==> src/rtl/core/tsa_pkg.sv <==
`timescale 1ns / 1ps
// ----------------------------------------------------------------------------
// tsa_pkg: shared types and constants for the thread id slot assigner
// Field widths, result codes, controller states and the command/status
// bundles between the controller and the datapath.
// ----------------------------------------------------------------------------
package tsa_pkg;

  localparam int KEY_W         = 32;
  localparam int SLOT_W        = 6;
  localparam int STATUS_W      = 2;
  localparam int HASH_STEPS    = 4;
  localparam int BITS_PER_STEP = KEY_W / HASH_STEPS;
  localparam int HASH_CNT_W    = $clog2(HASH_STEPS);

  typedef enum logic [STATUS_W-1:0] {
    STAT_FOUND = 2'd0,
    STAT_NEW   = 2'd1,
    STAT_FULL  = 2'd2,
    STAT_ZERO  = 2'd3
  } tsa_status_t;

  typedef enum logic [2:0] {
    ST_CLEAR,
    ST_IDLE,
    ST_HASH,
    ST_READ,
    ST_CHECK
  } tsa_state_t;

  typedef struct packed {
    logic        clr_wr;
    logic        load_key;
    logic        hash_step;
    logic        seed_pos;
    logic        rd_en;
    logic        advance;
    logic        wr_key;
    logic        reply;
    tsa_status_t reply_code;
  } tsa_cmd_t;

  typedef struct packed {
    logic pos_last;
    logic key_zero;
    logic hash_last;
    logic hit;
    logic empty;
    logic probe_last;
  } tsa_sts_t;

endpackage

==> src/rtl/core/tsa_datapath.sv <==
`timescale 1ns / 1ps
// ----------------------------------------------------------------------------
// tsa_datapath: key table, home slot reduction and probe pointer
// Holds the key table memory, reduces the key modulo the table size a byte
// per cycle, walks the probe pointer and registers the result.
// ----------------------------------------------------------------------------
module tsa_datapath #(
  parameter int TABLE_SIZE = 64
) (
  input  logic                       clk,
  input  logic                       rst,
  input  tsa_pkg::tsa_cmd_t          cmd,
  output tsa_pkg::tsa_sts_t          sts,
  input  logic [tsa_pkg::KEY_W-1:0]  thread_key,
  output logic                       done,
  output logic [tsa_pkg::SLOT_W-1:0] slot_index,
  output logic [tsa_pkg::STATUS_W-1:0] status
);

  localparam int IDX_W = $clog2(TABLE_SIZE);
  localparam int RW    = IDX_W + 1;
  localparam logic [RW-1:0]    MOD_C    = RW'(TABLE_SIZE);
  localparam logic [IDX_W-1:0] LAST_IDX = IDX_W'(TABLE_SIZE - 1);

  logic [tsa_pkg::KEY_W-1:0]      mem [TABLE_SIZE];
  logic [tsa_pkg::KEY_W-1:0]      rd_data;
  logic [tsa_pkg::KEY_W-1:0]      key;
  logic [tsa_pkg::KEY_W-1:0]      key_sh;
  logic [IDX_W-1:0]               rem;
  logic [IDX_W-1:0]               rem_next;
  logic [IDX_W-1:0]               pos;
  logic [IDX_W-1:0]               pos_inc;
  logic [IDX_W-1:0]               probe_cnt;
  logic [tsa_pkg::HASH_CNT_W-1:0] hash_cnt;
  logic [tsa_pkg::SLOT_W+IDX_W-1:0] slot_wide;

  // reduce one byte of the key into the running remainder
  always_comb begin
    logic [RW-1:0] t;
    t = {1'b0, rem};
    for (int i = 0; i < tsa_pkg::BITS_PER_STEP; i++) begin
      t = {t[RW-2:0], key_sh[tsa_pkg::KEY_W-1-i]};
      if (t >= MOD_C) begin
        t = t - MOD_C;
      end
    end
    rem_next = t[IDX_W-1:0];
  end

  assign pos_inc   = (pos == LAST_IDX) ? '0 : pos + 1'b1;
  assign slot_wide = {{tsa_pkg::SLOT_W{1'b0}}, pos};

  assign sts.pos_last   = (pos == LAST_IDX);
  assign sts.key_zero   = (thread_key == '0);
  assign sts.hash_last  = (hash_cnt == tsa_pkg::HASH_CNT_W'(tsa_pkg::HASH_STEPS - 1));
  assign sts.hit        = (rd_data == key);
  assign sts.empty      = (rd_data == '0);
  assign sts.probe_last = (probe_cnt == LAST_IDX);

  always_ff @(posedge clk) begin
    if (cmd.clr_wr) begin
      mem[pos] <= '0;
    end else if (cmd.wr_key) begin
      mem[pos] <= key;
    end
    if (cmd.rd_en) begin
      rd_data <= mem[pos];
    end
  end

  always_ff @(posedge clk) begin
    if (rst) begin
      pos       <= '0;
      probe_cnt <= '0;
      hash_cnt  <= '0;
    end else begin
      if (cmd.clr_wr || cmd.advance) begin
        pos <= pos_inc;
      end else if (cmd.seed_pos) begin
        pos <= rem_next;
      end
      if (cmd.seed_pos) begin
        probe_cnt <= '0;
      end else if (cmd.advance) begin
        probe_cnt <= probe_cnt + 1'b1;
      end
      if (cmd.load_key) begin
        hash_cnt <= '0;
      end else if (cmd.hash_step) begin
        hash_cnt <= hash_cnt + 1'b1;
      end
    end
  end

  always_ff @(posedge clk) begin
    if (cmd.load_key) begin
      key    <= thread_key;
      key_sh <= thread_key;
      rem    <= '0;
    end else if (cmd.hash_step) begin
      key_sh <= key_sh << tsa_pkg::BITS_PER_STEP;
      rem    <= rem_next;
    end
  end

  always_ff @(posedge clk) begin
    if (rst) begin
      done <= 1'b0;
    end else begin
      done <= cmd.reply;
    end
  end

  always_ff @(posedge clk) begin
    if (cmd.reply) begin
      status <= cmd.reply_code;
      if (cmd.reply_code == tsa_pkg::STAT_FOUND || cmd.reply_code == tsa_pkg::STAT_NEW) begin
        slot_index <= slot_wide[tsa_pkg::SLOT_W-1:0];
      end else begin
        slot_index <= '0;
      end
    end
  end

endmodule

==> src/rtl/core/tsa_ctrl.sv <==
`timescale 1ns / 1ps
// ----------------------------------------------------------------------------
// tsa_ctrl: sequencer for the thread id slot assigner
// Runs the clearing pass after reset, then per item: reduce the key, probe
// the table one slot at a time and issue the reply; a zero key is replied to from idle.
// ----------------------------------------------------------------------------
module tsa_ctrl (
  input  logic              clk,
  input  logic              rst,
  input  logic              start,
  output logic              busy,
  input  tsa_pkg::tsa_sts_t sts,
  output tsa_pkg::tsa_cmd_t cmd
);

  tsa_pkg::tsa_state_t state;
  tsa_pkg::tsa_state_t state_next;

  always_ff @(posedge clk) begin
    if (rst) begin
      state <= tsa_pkg::ST_CLEAR;
    end else begin
      state <= state_next;
    end
  end

  always_comb begin
    state_next = state;
    unique case (state)
      tsa_pkg::ST_CLEAR: begin
        if (sts.pos_last) state_next = tsa_pkg::ST_IDLE;
      end
      tsa_pkg::ST_IDLE: begin
        if (start && !sts.key_zero) state_next = tsa_pkg::ST_HASH;
      end
      tsa_pkg::ST_HASH: begin
        if (sts.hash_last) state_next = tsa_pkg::ST_READ;
      end
      tsa_pkg::ST_READ: begin
        state_next = tsa_pkg::ST_CHECK;
      end
      tsa_pkg::ST_CHECK: begin
        if (sts.hit || sts.empty || sts.probe_last) begin
          state_next = tsa_pkg::ST_IDLE;
        end else begin
          state_next = tsa_pkg::ST_READ;
        end
      end
      default: state_next = tsa_pkg::ST_CLEAR;
    endcase
  end

  always_comb begin
    cmd            = '0;
    cmd.reply_code = tsa_pkg::STAT_FOUND;
    busy           = 1'b1;
    unique case (state)
      tsa_pkg::ST_CLEAR: begin
        cmd.clr_wr = 1'b1;
      end
      tsa_pkg::ST_IDLE: begin
        busy = 1'b0;
        if (start) begin
          cmd.load_key = 1'b1;
          if (sts.key_zero) begin
            cmd.reply      = 1'b1;
            cmd.reply_code = tsa_pkg::STAT_ZERO;
          end
        end
      end
      tsa_pkg::ST_HASH: begin
        cmd.hash_step = 1'b1;
        cmd.seed_pos  = sts.hash_last;
      end
      tsa_pkg::ST_READ: begin
        cmd.rd_en = 1'b1;
      end
      tsa_pkg::ST_CHECK: begin
        if (sts.hit) begin
          cmd.reply      = 1'b1;
          cmd.reply_code = tsa_pkg::STAT_FOUND;
        end else if (sts.empty) begin
          cmd.wr_key     = 1'b1;
          cmd.reply      = 1'b1;
          cmd.reply_code = tsa_pkg::STAT_NEW;
        end else if (sts.probe_last) begin
          cmd.reply      = 1'b1;
          cmd.reply_code = tsa_pkg::STAT_FULL;
        end else begin
          cmd.advance = 1'b1;
        end
      end
      default: begin
        cmd.clr_wr = 1'b0;
      end
    endcase
  end

  a_reply_returns_idle: assert property (@(posedge clk) disable iff (rst)
    cmd.reply |=> state == tsa_pkg::ST_IDLE)
    else $error("reply not followed by idle");

  a_store_only_empty: assert property (@(posedge clk) disable iff (rst)
    cmd.wr_key |-> (sts.empty && !sts.hit && state == tsa_pkg::ST_CHECK))
    else $error("key stored into occupied slot");

  a_no_advance_past_end: assert property (@(posedge clk) disable iff (rst)
    cmd.advance |-> !sts.probe_last)
    else $error("probe walked past table size");

  a_check_after_read: assert property (@(posedge clk) disable iff (rst)
    state == tsa_pkg::ST_CHECK |-> $past(cmd.rd_en))
    else $error("check without a preceding read");

  a_one_memory_op: assert property (@(posedge clk) disable iff (rst)
    $onehot0({cmd.clr_wr, cmd.wr_key, cmd.rd_en}))
    else $error("more than one memory operation");

endmodule

==> src/rtl/core/thread_id_slot_assigner.sv <==
`timescale 1ns / 1ps
// ----------------------------------------------------------------------------
// thread_id_slot_assigner: find-or-assign a slot for a thread key
// Open-addressed key table with linear probing from the key's home slot
// (key modulo TABLE_SIZE), wrapping to slot 0. A zero entry is empty.
//
//   channel  | handshake          | payload
//   ---------+--------------------+------------------------------
//   request  | start / busy       | thread_key[31:0]
//   result   | done (one cycle)   | slot_index[5:0], status[1:0]
//
// Timing: a zero key replies the cycle after it is taken. Any other key
//   first reduces its home slot one key byte per cycle, then probes with a
//   memory read and a compare per slot, and the result is registered onto
//   done. One item at a time.
// Reset: the table is swept to zero, one entry per cycle, after reset;
//   busy stays high meanwhile.
// Stalls: the receiver cannot stall; done is a one-cycle strobe.
// ----------------------------------------------------------------------------
module thread_id_slot_assigner #(
  parameter int TABLE_SIZE = 64
) (
  input  logic                         clk,
  input  logic                         rst,
  input  logic                         start,
  output logic                         busy,
  input  logic [tsa_pkg::KEY_W-1:0]    thread_key,
  output logic                         done,
  output logic [tsa_pkg::SLOT_W-1:0]   slot_index,
  output logic [tsa_pkg::STATUS_W-1:0] status
);

  tsa_pkg::tsa_cmd_t cmd;
  tsa_pkg::tsa_sts_t sts;

  tsa_ctrl u_ctrl (
    .clk   (clk),
    .rst   (rst),
    .start (start),
    .busy  (busy),
    .sts   (sts),
    .cmd   (cmd)
  );

  tsa_datapath #(
    .TABLE_SIZE (TABLE_SIZE)
  ) u_datapath (
    .clk        (clk),
    .rst        (rst),
    .cmd        (cmd),
    .sts        (sts),
    .thread_key (thread_key),
    .done       (done),
    .slot_index (slot_index),
    .status     (status)
  );

endmodule
==> config.mk <==
export PLATFORM = sky130hd
export DESIGN_NAME = thread_id_slot_assigner
export DESIGN_NICKNAME = d
export VERILOG_FILES = /design/src/rtl/core/tsa_pkg.sv /design/src/rtl/core/tsa_datapath.sv /design/src/rtl/core/tsa_ctrl.sv /design/src/rtl/core/thread_id_slot_assigner.sv
export SDC_FILE = /design/constraint.sdc
export NUM_CORES = 2
export LEC_CHECK = 0
export ABC_AREA = 1
export BUFFER_PORTS_ARGS = -buffer_cell sky130_fd_sc_hd__buf_2
export CORE_AREA = 2 2 447 405
export DETAILED_ROUTE_END_ITERATION = 6
export DIE_AREA = 0 0 449 407
export SLEW_MARGIN = 20
export SYNTH_ARGS = -nofsm -noshare
export SYNTH_HDL_FRONTEND = slang
export SYNTH_SLANG_ARGS = --single-unit
export TNS_END_PERCENT = 20
==> constraint.sdc <==
create_clock -name clk -period 12 [get_ports clk]
set_input_delay 2.4 -clock clk [delete_from_list [all_inputs] [get_ports clk]]
set_output_delay 2.4 -clock clk [all_outputs]
set_load 0.05 [all_outputs]
==> impl_metrics.env <==
export IMPL_outcome="complete, but fails checks"
export IMPL_violations="DRC"
export IMPL_crit_slowest_cell="buf_4"
export IMPL_syn2layout_area_growth_pct=12.9
export IMPL_die_w_um=449
export IMPL_vias_per_cell=5.89
export IMPL_drv_slew=0
export IMPL_hold_viol=0
export IMPL_crit_required_ns=12.72
export IMPL_routedWlPerCell_um=29.7
export IMPL_layout_nets=5678
export IMPL_synth_fp_nets=5522
export IMPL_coreArea_mm2=0.178
export IMPL_p_seq_share_pct=43.3
export IMPL_rows=147
export IMPL_synth_top_area_share_pct=79.0
export IMPL_drive_gt1_share_pct=11.4
export IMPL_p_sw_share_pct=32.8
export IMPL_ioPinCount=45
export IMPL_worstPathMaxFanout=102
export IMPL_power_density_mw_per_mm2=219
export IMPL_drc=1
export IMPL_leakagePower_nw=28.0
export IMPL_post_route_min_period_ns=4.60
export IMPL_hold_worst_slack_ns=0.491
export IMPL_die_area_mm2=0.183
export IMPL_hold_buffers=0
export IMPL_grt_use_met2_pct=39.4
export IMPL_r2r_cells=10
export IMPL_synth_area_mm2=0.0815
export IMPL_grt_overflow=0
export IMPL_synth_edff_count=2144
export IMPL_clockBufferDepth=3
export IMPL_dp_hpwl_um=134000
export IMPL_setup_viol=0
export IMPL_path_common_cell="nand2_1"
export IMPL_clock_fmax_ghz=0.217
export IMPL_maxCapViolations=0
export IMPL_first_global_vias=44800
export IMPL_clock_skew_ns=0.0445
export IMPL_crit_chain="nand3_4 -> inv_8 -> buf_12 -> buf_4 -> a22oi_1 -> nand3_1 -> nand2_1 -> nand2_1 -> nor2_1 -> nand2_1"
export IMPL_antenna_left=0
export IMPL_worst_path_largest_cell_delay_ns=0.73
export IMPL_grt_use_met1_pct=38.5
export IMPL_synth_cells=5484
export IMPL_clk_latency_ns=0.85
export IMPL_cts_root_buf="clkbuf_16"
export IMPL_grt_max_degree=131
export IMPL_port_buffers=44
export IMPL_drt_wl_total_um=244000
export IMPL_busiest_layer="met2"
export IMPL_slew_headroom_pct=15.4
export IMPL_cts_resized=0
export IMPL_p_int_mw=13.6
export IMPL_globalplace_congestion=0.914
export IMPL_postCtsSetupBuffers=0
export IMPL_grt_pass1_wl_um=342000
export IMPL_grt_use_total_pct=26.3
export IMPL_drtIter0Drc=6643
export IMPL_ys_flop_type="edfxtp_1"
export IMPL_cp_arrival_ns=5.32
export IMPL_p_comb_share_pct=25.1
export IMPL_grt_use_met3_pct=6.10
export IMPL_fin_crit_sh_pct=38.3
export IMPL_end_kind="register"
export IMPL_yosys_area_top_type="edfxtp_1"
export IMPL_tns_ns=0
export IMPL_numCtsBuffers=212
export IMPL_tritoncts="built"
export IMPL_ir_drop_v=0.000150
export IMPL_cp_start_kind="register"
export IMPL_synth_seq_cells=2162
export IMPL_ys_warn_count=0
export IMPL_synth_area_per_cell_um2=14.9
export IMPL_synthArstFlopShare_pct=0
export IMPL_fp_dieH_um=407
export IMPL_grt_antenna_before_repair=10
export IMPL_start_util_pct=45.9
export IMPL_worstMarginPinSlew_ns=1.26
export IMPL_rsz0062_at_grt="no"
export IMPL_hold_class="register to register"
export IMPL_clk_pin_slew_worst_paths_ns=0.06
export IMPL_h_tree_depth=4
export IMPL_synth_seq_area_share_pct=79.4
export IMPL_firstDrtPassIters=7
export IMPL_hold_path_depth=2
export IMPL_p_switching_mw=6.61
export IMPL_synthTopCellsByArea="edfxtp_1 79%, nand2_1 7.1%, a22oi_1 2.3%"
export IMPL_vias=48400
export IMPL_synth_distinct_cells=47
export IMPL_crit_type="register to register"
export IMPL_pwr_share_clk_pct=31.6
export IMPL_cts_sinks=2162
==> per-layer routing <==
| layer | routed length, um | part of all wire (%) |
|---|---|---|
| met5 | 0 | 0 |
| met4 | 6960 | 2.9 |
| met3 | 27300 | 11 |
| met2 | 108000 | 44 |
| met1 | 102000 | 42 |
==> synth_stat cells, types with 3 or more instances <==
cell type,n
a21oi_1,69
a221oi_1,119
a221oi_2,46
a22o_1,89
a22oi_1,252
a22oi_2,4
and3_1,23
buf_1,3
buf_2,154
buf_4,9
buf_6,32
clkbuf_1,59
clkinv_1,3
dfxtp_1,18
edfxtp_1,2144
ha_1,3
inv_1,159
inv_2,7
inv_4,3
nand2_1,1551
nand3_1,93
nand4_1,185
nor2_1,279
nor3_1,11
nor4_1,4
o2111ai_1,11
o211ai_1,9
o21ai_0,81
o21ai_1,4
o31ai_1,9
xnor2_1,24
xor2_1,4
==> logic make-up after synthesis <==
family / after synthesis / share of synthesized area [%]
adders and majority gates: 3 / 0.0461
DFF: 2162 / 79.4
and+or+nand+nor: 2162 / 10.9
buffers and inverters: 429 / 2.56
xor gates and xnor gates: 28 / 0.301
AOI/OAI and AO/OA: 700 / 6.76
==> path summary, 6_finish.rpt <==
kind | startpoint | slack (ns) | end
max | u_datapath.pos[0] | 7.40 | u_datapath.rd_data[28]
min | u_datapath.hash_cnt[1] | 0.49 | u_datapath.hash_cnt[1]
max reg2reg | u_datapath.pos[0] | 7.40 | u_datapath.rd_data[28]
min reg2reg | u_datapath.hash_cnt[1] | 0.49 | u_datapath.hash_cnt[1]
==> power groups by stage <==
stage	logic (mW)	clock network [mW]	registers, mW
2_1_floorplan	3.03	0	8.86
3_3_place_gp	4.99	0	8.89
3_5_place_dp	5.00	0	8.90
4_1_cts	5.02	6.43	8.74
5_1_grt	5.40	6.72	8.77
6_report	5.06	6.37	8.75
==> cell usage in the layout (no fill, tap or decap), drive strengths merged, types with 2 or more instances in the layout <==
cell,instances
nand4,185
a22oi,256
a21oi,69
bufinv,11
nor4,4
clkinv,109
a221oi,165
inv,180
or2,2
o31ai,9
nor3b,2
o211ai,9
a22o,89
dfxtp,18
diode,4
nand3,97
o22ai,2
nor2,281
a21o,2
o2111ai,11
and3,23
ha,3
nand2,1552
xor2,4
buf,199
edfxtp,2144
xnor2,24
o21ai,85
clkbuf,262
nor3,15
clkinvlp,7
==> critical path, delay by kind of cell, from the launching register on <==
kind | cells | cell delay, ns
compound gates | 1 | 0.20
flops | 1 | 0.69
simple gates | 6 | 1.36
buf+inv | 3 | 1.89
==> sequential cells by signal, indices dropped and copies added (netlist names) <==
name,cells
u_datapath.slot_index,6
u_datapath.done,1
u_datapath.hash_cnt,2
u_datapath.pos,6
u_datapath.key,32
u_datapath.probe_cnt,6
u_ctrl.state,3
u_datapath.rd_data,32
u_datapath.key_sh,24
u_datapath.mem,2048
u_datapath.status,2
==> layout make-up <==
| cell class | count | area, um^2 |
|---|---|---|
| flip-flops and latches | 2162 | 64700 |
| diodes | 4 | 10.0 |
| clock buffers | 262 | 5540 |
| repair buffers | 199 | 1510 |
| multi-input cells | 2893 | 15500 |
| well taps | 2384 | 2980 |
| inverters | 172 | 683 |
| clock inverters | 135 | 1070 |
| fillers | 14700 | 85700 |
==> stage by stage <==
step | total power, mW | util [%] | setup slack [ns] | std cells | cell area (um^2)
3_5_place_dp | 13.9 | 48.0 | 7.02 | 7808 | 85300
2_1_floorplan | 11.9 | - | 7.74 | 5484 | 81500
5_1_grt | 20.9 | 51.8 | 7.29 | 8207 | 92000
3_3_place_gp | 13.9 | 48.0 | 7.04 | 7806 | 85300
6_report | 20.2 | 51.8 | 7.40 | 8211 | 92000
4_1_cts | 20.2 | 51.7 | 7.51 | 8205 | 91900
Power figures use the tool's default switching activity.
